--- src/rtl/glb_pkg.sv ---
// Shared types and constants for the line blur: payload structs, tap register
// codes and the control structs passed between the sequencer and its datapath.
// No dependencies.
`default_nettype none

package glb_pkg;

    localparam int RADIUS_DEF = 7;      // default kernel radius
    localparam int NTAPS      = 8;      // center plus seven distance taps
    localparam int TAP_IDX_W  = $clog2(NTAPS);
    localparam int TAP_W      = 16;     // unsigned Q0.16 weight
    localparam int CH_W       = 8;
    localparam int NCH        = 4;      // alpha, red, green, blue
    localparam int PIX_W      = NCH * CH_W;
    localparam int CFG_IDX_W  = 8;
    localparam int CFG_DATA_W = TAP_W;

    // register indexes: center tap first, distance taps follow in order
    localparam logic [CFG_IDX_W-1:0] TAP_CENTER_IDX   = CFG_IDX_W'(0);
    localparam logic [TAP_W-1:0]     TAP_CENTER_RESET = 16'hFFFF;

    typedef struct packed {
        logic [CH_W-1:0] in_alpha;
        logic [CH_W-1:0] in_red;
        logic [CH_W-1:0] in_green;
        logic [CH_W-1:0] in_blue;
        logic            last_in_line;
    } pix_in_t;

    typedef struct packed {
        logic [CH_W-1:0] out_alpha;
        logic [CH_W-1:0] out_red;
        logic [CH_W-1:0] out_green;
        logic [CH_W-1:0] out_blue;
        logic            line_end;
    } pix_out_t;

    typedef struct packed {
        logic             clear;
        logic             en;
        logic [TAP_W-1:0] weight;
    } mac_ctl_t;

    typedef struct packed {
        logic busy;
        logic done;
    } div_stat_t;

endpackage

`default_nettype wire

--- src/rtl/glb_ram.sv ---
// Generic simple dual-port RAM: one write port, one read port, registered read.
// No dependencies.
`default_nettype none

module glb_ram #(
    parameter int WIDTH = 32,
    parameter int DEPTH = 15
) (
    input  wire logic                     clk,
    input  wire logic                     we,
    input  wire logic [$clog2(DEPTH)-1:0] waddr,
    input  wire logic [WIDTH-1:0]         wdata,
    input  wire logic                     re,
    input  wire logic [$clog2(DEPTH)-1:0] raddr,
    output logic      [WIDTH-1:0]         rdata
);

    logic [WIDTH-1:0] mem [DEPTH];

    always_ff @(posedge clk)
    begin
        if (we)
        begin
            mem[waddr] <= wdata;
        end
        if (re)
        begin
            rdata <= mem[raddr];
        end
    end

endmodule

`default_nettype wire

--- src/rtl/glb_mac.sv ---
// Four-lane multiply-accumulate: one pixel beat times one tap weight per enabled cycle,
// plus the running weight sum. Depends on glb_pkg.
`default_nettype none

module glb_mac
    import glb_pkg::*;
#(
    parameter int ACC_W = 28,
    parameter int SUM_W = 20
) (
    input  wire logic                       clk,
    input  wire mac_ctl_t                   ctl,
    input  wire logic [PIX_W-1:0]           pix,
    output logic      [NCH-1:0][ACC_W-1:0]  acc,
    output logic      [SUM_W-1:0]           wsum
);

    logic [NCH-1:0][ACC_W-1:0]   acc_reg, acc_next;
    logic [SUM_W-1:0]            wsum_reg, wsum_next;
    logic [TAP_W+CH_W-1:0]       prod [NCH];

    always_comb
    begin
        acc_next  = acc_reg;
        wsum_next = wsum_reg;
        for (int c = 0; c < NCH; c++)
        begin
            prod[c] = ctl.weight * pix[PIX_W-1-CH_W*c -: CH_W];
        end
        if (ctl.clear)
        begin
            acc_next  = '0;
            wsum_next = '0;
        end
        else if (ctl.en)
        begin
            for (int c = 0; c < NCH; c++)
            begin
                acc_next[c] = acc_reg[c] + ACC_W'(prod[c]);
            end
            wsum_next = wsum_reg + SUM_W'(ctl.weight);
        end
    end

    always_ff @(posedge clk)
    begin
        acc_reg  <= acc_next;
        wsum_reg <= wsum_next;
    end

    assign acc  = acc_reg;
    assign wsum = wsum_reg;

endmodule

`default_nettype wire

--- src/rtl/glb_div.sv ---
// Four-lane restoring divider sharing one divisor, one quotient bit per cycle.
// The quotient fits in one channel since each sum is at most 255 times the divisor.
// Depends on glb_pkg.
`default_nettype none

module glb_div
    import glb_pkg::*;
#(
    parameter int ACC_W = 28,
    parameter int SUM_W = 20
) (
    input  wire logic                       clk,
    input  wire logic                       rst_n,
    input  wire logic                       start,
    input  wire logic [NCH-1:0][ACC_W-1:0]  dividend,
    input  wire logic [SUM_W-1:0]           divisor,
    output div_stat_t                       stat,
    output logic      [NCH-1:0][CH_W-1:0]   quot
);

    localparam int STEP_W = $clog2(CH_W);

    logic [NCH-1:0][ACC_W-1:0] rem_reg, rem_next;
    logic [NCH-1:0][CH_W-1:0]  q_reg, q_next;
    logic [ACC_W-1:0]          dsr_reg, dsr_next;
    logic [STEP_W-1:0]         step_reg, step_next;
    logic                      busy_reg, busy_next;
    logic                      done_reg, done_next;

    always_comb
    begin
        rem_next  = rem_reg;
        q_next    = q_reg;
        dsr_next  = dsr_reg;
        step_next = step_reg;
        busy_next = busy_reg;
        done_next = 1'b0;
        if (start)
        begin
            rem_next  = dividend;
            q_next    = '0;
            dsr_next  = ACC_W'(divisor) << (CH_W - 1);
            step_next = '0;
            busy_next = 1'b1;
        end
        else if (busy_reg)
        begin
            for (int c = 0; c < NCH; c++)
            begin
                if (rem_reg[c] >= dsr_reg)
                begin
                    rem_next[c] = rem_reg[c] - dsr_reg;
                    q_next[c]   = {q_reg[c][CH_W-2:0], 1'b1};
                end
                else
                begin
                    q_next[c]   = {q_reg[c][CH_W-2:0], 1'b0};
                end
            end
            dsr_next  = dsr_reg >> 1;
            step_next = step_reg + 1'b1;
            if (step_reg == STEP_W'(CH_W - 1))
            begin
                busy_next = 1'b0;
                done_next = 1'b1;
            end
        end
    end

    always_ff @(posedge clk or negedge rst_n)
    begin
        if (!rst_n)
        begin
            busy_reg <= 1'b0;
            done_reg <= 1'b0;
            step_reg <= '0;
        end
        else
        begin
            busy_reg <= busy_next;
            done_reg <= done_next;
            step_reg <= step_next;
        end
    end

    always_ff @(posedge clk)
    begin
        rem_reg <= rem_next;
        q_reg   <= q_next;
        dsr_reg <= dsr_next;
    end

    assign stat.busy = busy_reg;
    assign stat.done = done_reg;
    assign quot      = q_reg;

endmodule

`default_nettype wire

--- src/rtl/gaussian_line_blur_argb.sv ---
// Edge-normalized 1-D Gaussian blur over a line of ARGB pixels; the window is a
// circular buffer in one RAM, walked tap by tap through a shared MAC and divider.
// An item passes through accept, setup, L reads (L = taps inside the line, at most
// 2*RADIUS+1), drain, divide start, the divider and the result beat. A line end
// repeats setup to result per further result; a zero weight sum skips the divider.
// Input is taken only when idle. Reset clears sequencer and count; taps go to 65535, 0.
`default_nettype none

module gaussian_line_blur_argb
    import glb_pkg::*;
#(
    parameter int RADIUS = RADIUS_DEF
) (
    input  wire logic                  clk,
    input  wire logic                  rst_n,
    input  wire logic                  src_valid,
    output logic                       src_ready,
    input  wire pix_in_t               src_data,
    output logic                       dst_valid,
    input  wire logic                  dst_ready,
    output pix_out_t                   dst_data,
    input  wire logic                  cfg_we,
    input  wire logic [CFG_IDX_W-1:0]  cfg_index,
    input  wire logic [CFG_DATA_W-1:0] cfg_data
);

    localparam int WIN   = 2 * RADIUS + 1;
    localparam int AW    = $clog2(WIN);
    localparam int CNT_W = $clog2(WIN + 1);
    localparam int SUM_W = TAP_W + $clog2(WIN);
    localparam int ACC_W = CH_W + SUM_W;

    typedef enum logic [2:0] {
        S_IDLE,
        S_SETUP,
        S_READ,
        S_DRAIN,
        S_DIV,
        S_WAIT,
        S_OUT
    } state_t;

    state_t             state_reg, state_next;
    logic [AW-1:0]      wp_reg, wp_next;
    logic [CNT_W-1:0]   count_reg, count_next;
    logic [AW-1:0]      k_reg, k_next;
    logic [AW-1:0]      idx_reg, idx_next;
    logic [AW-1:0]      hi_reg, hi_next;
    logic               flush_reg, flush_next;
    logic               rd_pend_reg, rd_pend_next;
    logic [TAP_W-1:0]   rd_w_reg, rd_w_next;
    logic               rd_ctr_reg, rd_ctr_next;
    logic [PIX_W-1:0]   center_reg, center_next;
    pix_out_t           out_reg, out_next;
    logic [TAP_W-1:0]   taps_reg [NTAPS];

    logic               src_fire;
    logic [AW-1:0]      wp_inc;
    logic [CNT_W-1:0]   count_inc;
    logic [AW-1:0]      tap_gap;
    logic [TAP_W-1:0]   tap_w;
    logic [AW-1:0]      n_m1;
    logic [AW-1:0]      k_plus;
    logic [AW-1:0]      hi_calc;
    logic               last_out;
    logic [PIX_W-1:0]   ram_rdata;
    logic [PIX_W-1:0]   src_pix;

    mac_ctl_t                   mac_ctl;
    logic [NCH-1:0][ACC_W-1:0]  acc;
    logic [SUM_W-1:0]           wsum;
    logic                       div_start;
    div_stat_t                  div_stat;
    logic [NCH-1:0][CH_W-1:0]   quot;

    // age 0 is the newest pixel, stored at the write pointer
    function automatic logic [AW-1:0] age_addr(input logic [AW-1:0] wp,
                                               input logic [AW-1:0] age);
        logic [AW:0] wrap;
        wrap = (AW+1)'(wp) + (AW+1)'(WIN) - (AW+1)'(age);
        if (age <= wp)
        begin
            return wp - age;
        end
        return AW'(wrap);
    endfunction

    assign src_fire  = src_valid && src_ready;
    assign wp_inc    = (wp_reg == AW'(WIN - 1)) ? '0 : wp_reg + 1'b1;
    assign count_inc = (count_reg == CNT_W'(WIN)) ? count_reg : count_reg + 1'b1;
    assign src_pix   = {src_data.in_alpha, src_data.in_red,
                        src_data.in_green, src_data.in_blue};

    assign tap_gap = (idx_reg > k_reg) ? idx_reg - k_reg : k_reg - idx_reg;
    assign tap_w   = (int'(tap_gap) < NTAPS) ? taps_reg[TAP_IDX_W'(tap_gap)] : '0;

    assign n_m1    = AW'(count_reg - 1'b1);
    assign k_plus  = k_reg + AW'(RADIUS);
    assign hi_calc = (n_m1 < k_plus) ? n_m1 : k_plus;
    assign last_out = flush_reg && (k_reg == '0);

    assign mac_ctl.clear  = (state_reg == S_SETUP);
    assign mac_ctl.en     = rd_pend_reg;
    assign mac_ctl.weight = rd_w_reg;
    assign div_start      = (state_reg == S_DIV) && (wsum != '0);

    glb_ram #(
        .WIDTH (PIX_W),
        .DEPTH (WIN)
    ) u_win (
        .clk   (clk),
        .we    (src_fire),
        .waddr (wp_inc),
        .wdata (src_pix),
        .re    (state_reg == S_READ),
        .raddr (age_addr(wp_reg, idx_reg)),
        .rdata (ram_rdata)
    );

    glb_mac #(
        .ACC_W (ACC_W),
        .SUM_W (SUM_W)
    ) u_mac (
        .clk  (clk),
        .ctl  (mac_ctl),
        .pix  (ram_rdata),
        .acc  (acc),
        .wsum (wsum)
    );

    glb_div #(
        .ACC_W (ACC_W),
        .SUM_W (SUM_W)
    ) u_div (
        .clk      (clk),
        .rst_n    (rst_n),
        .start    (div_start),
        .dividend (acc),
        .divisor  (wsum),
        .stat     (div_stat),
        .quot     (quot)
    );

    always_comb
    begin
        state_next   = state_reg;
        wp_next      = wp_reg;
        count_next   = count_reg;
        k_next       = k_reg;
        idx_next     = idx_reg;
        hi_next      = hi_reg;
        flush_next   = flush_reg;
        rd_pend_next = 1'b0;
        rd_w_next    = rd_w_reg;
        rd_ctr_next  = 1'b0;
        center_next  = center_reg;
        out_next     = out_reg;

        if (rd_pend_reg && rd_ctr_reg)
        begin
            center_next = ram_rdata;
        end

        case (state_reg)
            S_IDLE:
            begin
                if (src_fire)
                begin
                    wp_next    = wp_inc;
                    count_next = count_inc;
                    if (src_data.last_in_line)
                    begin
                        flush_next = 1'b1;
                        k_next     = (count_inc > CNT_W'(RADIUS + 1)) ? AW'(RADIUS)
                                                                     : AW'(count_inc - 1'b1);
                        state_next = S_SETUP;
                    end
                    else if (count_inc >= CNT_W'(RADIUS + 1))
                    begin
                        flush_next = 1'b0;
                        k_next     = AW'(RADIUS);
                        state_next = S_SETUP;
                    end
                end
            end
            S_SETUP:
            begin
                idx_next   = '0;
                hi_next    = hi_calc;
                state_next = S_READ;
            end
            S_READ:
            begin
                rd_pend_next = 1'b1;
                rd_w_next    = tap_w;
                rd_ctr_next  = (idx_reg == k_reg);
                if (idx_reg == hi_reg)
                begin
                    state_next = S_DRAIN;
                end
                else
                begin
                    idx_next = idx_reg + 1'b1;
                end
            end
            S_DRAIN:
            begin
                state_next = S_DIV;
            end
            S_DIV:
            begin
                if (wsum == '0)
                begin
                    // no weight left: pass the center pixel through
                    out_next.out_alpha = center_reg[PIX_W-1 -: CH_W];
                    out_next.out_red   = center_reg[PIX_W-1-CH_W -: CH_W];
                    out_next.out_green = center_reg[PIX_W-1-2*CH_W -: CH_W];
                    out_next.out_blue  = center_reg[CH_W-1:0];
                    out_next.line_end  = last_out;
                    state_next         = S_OUT;
                end
                else
                begin
                    state_next = S_WAIT;
                end
            end
            S_WAIT:
            begin
                if (div_stat.done)
                begin
                    out_next.out_alpha = quot[0];
                    out_next.out_red   = quot[1];
                    out_next.out_green = quot[2];
                    out_next.out_blue  = quot[3];
                    out_next.line_end  = last_out;
                    state_next         = S_OUT;
                end
            end
            S_OUT:
            begin
                if (dst_ready)
                begin
                    if (flush_reg && (k_reg != '0))
                    begin
                        k_next     = k_reg - 1'b1;
                        state_next = S_SETUP;
                    end
                    else
                    begin
                        // drop the line once its last beat is taken
                        if (flush_reg)
                        begin
                            count_next = '0;
                            flush_next = 1'b0;
                        end
                        state_next = S_IDLE;
                    end
                end
            end
            default:
            begin
                state_next = S_IDLE;
            end
        endcase
    end

    always_ff @(posedge clk or negedge rst_n)
    begin
        if (!rst_n)
        begin
            state_reg   <= S_IDLE;
            wp_reg      <= '0;
            count_reg   <= '0;
            k_reg       <= '0;
            idx_reg     <= '0;
            hi_reg      <= '0;
            flush_reg   <= 1'b0;
            rd_pend_reg <= 1'b0;
            rd_w_reg    <= '0;
            rd_ctr_reg  <= 1'b0;
            center_reg  <= '0;
            out_reg     <= '0;
        end
        else
        begin
            state_reg   <= state_next;
            wp_reg      <= wp_next;
            count_reg   <= count_next;
            k_reg       <= k_next;
            idx_reg     <= idx_next;
            hi_reg      <= hi_next;
            flush_reg   <= flush_next;
            rd_pend_reg <= rd_pend_next;
            rd_w_reg    <= rd_w_next;
            rd_ctr_reg  <= rd_ctr_next;
            center_reg  <= center_next;
            out_reg     <= out_next;
        end
    end

    // tap registers; writes beyond the tap list are ignored
    always_ff @(posedge clk or negedge rst_n)
    begin
        if (!rst_n)
        begin
            for (int i = 0; i < NTAPS; i++)
            begin
                taps_reg[i] <= (i == int'(TAP_CENTER_IDX)) ? TAP_CENTER_RESET : '0;
            end
        end
        else if (cfg_we && (int'(cfg_index) < NTAPS))
        begin
            taps_reg[TAP_IDX_W'(cfg_index)] <= cfg_data;
        end
    end

    assign src_ready = (state_reg == S_IDLE);
    assign dst_valid = (state_reg == S_OUT);
    assign dst_data  = out_reg;

endmodule

`default_nettype wire

--- config.mk ---
export PLATFORM = sky130hd
export DESIGN_NAME = gaussian_line_blur_argb
export DESIGN_NICKNAME = d
export VERILOG_FILES = /design/src/rtl/glb_pkg.sv /design/src/rtl/glb_ram.sv /design/src/rtl/glb_mac.sv /design/src/rtl/glb_div.sv /design/src/rtl/gaussian_line_blur_argb.sv
export SDC_FILE = /design/constraint.sdc
export NUM_CORES = 2
export LEC_CHECK = 0
export BUFFER_PORTS_ARGS = -buffer_cell sky130_fd_sc_hd__buf_4
export CORE_ASPECT_RATIO = 1.25
export CORE_MARGIN = 2
export CORE_UTILIZATION = 49
export CTS_BUF_LIST = sky130_fd_sc_hd__clkbuf_4 sky130_fd_sc_hd__clkbuf_8
export DETAILED_ROUTE_END_ITERATION = 10
export GPL_TIMING_DRIVEN = 0
export PLACE_DENSITY = 0.68
export SLEW_MARGIN = 0
export SYNTH_ARGS = -nofsm -noshare
export SYNTH_HDL_FRONTEND = slang
export SYNTH_SLANG_ARGS = --single-unit
--- constraint.sdc ---
create_clock -name clk -period 13.6 [get_ports clk]
set_input_delay 2.72 -clock clk [delete_from_list [all_inputs] [get_ports clk]]
set_output_delay 2.72 -clock clk [all_outputs]
set_load 0.01 [all_outputs]
==> qor.yml <==
status: "completed"
crit_required_ns: 14.33
die_w_um: 340
htree_levels: 4
min_path_type: "flop to flop"
synth_top_cell_area_share_pct: 27.9
wl_per_cell_um: 23.3
sw_frac_of_total_pct: 22.4
dpl.hpwl_um: 162000
grt_pass1_wl_um: 316000
crit_type: "flop to flop"
dpl-instance-area_um2: 72900
drv_slew: 0
track_usage_pct: 28.9
wl_met3_um: 13900
drc: 0
cp.arrival_ns: 7.37
ys_seq_area_share_pct: 41.6
ys_ff_latch: 1055
power_frac_comb_pct: 1.8
clock-root-buffer: "clkbuf_8"
antenna_found_initial: 8
r2r_slack_ns: 6.97
start_util_pct: 49.2
port_buffers: 94
cts_buffers: 164
synth_area_per_cell_um2: 10.4
fin_skew_ns: 0.0730
cp-end-kind: "flop"
synthArstFlopShare_pct: 22.7
postRouteAntennaNets: 0
cap_violations: 0
final_area_um2: 76400
cts-resized-gates: 0
p_leak_uw: 0.0328
synth_edf_count: 644
path_max_fanout: 10
tightest_slew_ns: 1.37
ys_types: 103
syn-cell-area_um2: 69300
nets: 7785
rows: 154
core_um2: 141000
gp_congestion: 0.992
max_freq_ghz: 0.151
power.share.clock_pct: 44.8
yosys_warnings: 0
routed_wl_um: 208000
setup_viol: 0
dr_wl_met2_um: 100000
fin_crit_sh_pct: 48.8
hold_viol_final: 0
io_pins: 97
crit_path_start_kind: "flop"
power_density_nw_per_um2: 83.8
synth_nets: 7495
synthTopCellsByArea: "edfxtp_1, fa_1, dfrtp_1"
clkLatencyLatePin_ns: 0.96
p_sw_uw: 1440
p_int_uw: 4970
rsz0062_at_grt: "no"
vias_per_cell: 5.73
dr.first_iter.drc_count: 4133
grt_pass1_vias: 52400
overflow: 0
peakVddDrop_uv: 135
finalSetupTns_ns: 0
ys.flop_type: "edfxtp_1"
post-cts-setup-buffer-count: 0
fin_crit_ns: 6.63
grt_max_degree: 130
num_vias: 51300
ctsHoldBuffers: 0
cts.sinks: 1055
area_growth_pct: 10.3
first_pass_iters: 5
pwr-share-seq_pct: 53.4
slew-limit-headroom_pct: 8.85
highest_layer: "met5"
die_y_um: 424
drt-met1-wl_um: 79300
yosys.area.top_type: "edfxtp_1"
synthCells: 6658
die_area_um2: 144000
power_uw: 6410
cts_tree: "built"
largest_reg_flops: 480
clockBufferDepth: 3
layout-drive-gt1-share_pct: 9.76
clk_pin_slew_worst_paths_ns: 0.06
==> power by group through the flow <==
stage	Clock [uW]	Sequential, uW	Combinational [uW]
finish	2870	3420	116
global placement	0	3480	111
CTS	2920	3420	117
global route	3040	3420	128
detailed placement	0	3480	117
floorplan	0	3480	46.0
==> through the flow <==
step                setup slack (ns)  instances  hold WS, ns  utilization, %
floorplan                       6.81       6658        0.447               -
global placement                4.47       8624        0.467            51.4
detailed placement              7.12       8654        0.477            51.8
CTS                             7.10       8954        0.491            54.3
global route                    6.78       8957        0.504            54.3
finish                          6.97       8958        0.490            54.3
==> synth_stat cells, drive strengths merged, types with 114 or more instances <==
| cell | count |
|---|---|
| inv | 733 |
| edfxtp | 644 |
| nand2 | 617 |
| fa | 433 |
| and2 | 342 |
| ha | 342 |
| nor2 | 327 |
| a21oi | 312 |
| o21ai | 306 |
| clkbuf | 283 |
| dfrtp | 224 |
| dfxtp | 171 |
| a211oi | 170 |
| mux2i | 169 |
| mux2 | 162 |
| xnor2 | 123 |
| a21o | 114 |
==> final cells by class <==
class	instances	area [um^2]
antenna	4	10.0
buffer	381	1520
clock buffer	221	2800
clock inverter	79	717
fill	12400	64300
inverter	734	2760
multi-input combinational	4488	36300
sequential	1055	28800
tap	1872	2340
timing repair buffer	124	1140
==> final timing paths <==
check,cells after the start,to,from
setup / recovery,18,u_mac.acc[111],rd_w_reg[0]
hold / removal,2,u_mac.acc[30],u_mac.acc[30]
setup reg to reg,18,u_mac.acc[111],rd_w_reg[0]
hold reg to reg,2,u_mac.acc[30],u_mac.acc[30]
max in group asynchronous,3,taps_reg[67],rst_n
min in group asynchronous,1,u_div.step_reg[0],rst_n
==> critical path, stage by stage, from the launching register on <==
cell      delay, ns
dfrtp_1        0.79
clkbuf_1       0.99
nand2_1        0.17
fa_1           0.50
fa_1           0.51
inv_1          0.05
fa_1           0.47
inv_1          0.05
fa_1           0.48
inv_1          0.06
ha_1           0.23
or4_1          0.57
o221ai_1       0.46
a211oi_1       0.15
nor2_1         0.24
o21ai_1        0.18
o31ai_1        0.29
xor2_1         0.17
nor2_1         0.05
==> layout by cell type, fill, tap and decap left out, types with 170 or more instances in the layout <==
master,n
ha_1,342
inv_1,732
a21oi_1,308
clkbuf_1,283
fa_1,433
nor2_1,318
a211oi_1,170
clkbuf_8,183
and2_1,341
o21ai_0,279
dfxtp_1,171
nand2_1,617
dfrtp_1,224
edfxtp_1,644
==> cell families (layout without fill, tap and decap cells) <==
family	Yosys count	count (layout)	synth area share, %
simple gates	1749	1749	12.5
fa+ha+maj	775	775	18.7
xor+xnor	184	184	2.34
buf+inv	1115	1539	6.17
other cells	0	4	0
mux	333	333	5.14
compound gates	1447	1447	13.6
flops	1055	1055	41.6
==> routing by layer <==
metal  global-route usage [%]  vias up
met1                     34.2    25100
met2                     48.6     1896
met4                     18.8        2
li1                         -    23800
met5                        0        -
met3                     4.97      511
Power figures use the tool's default switching activity.
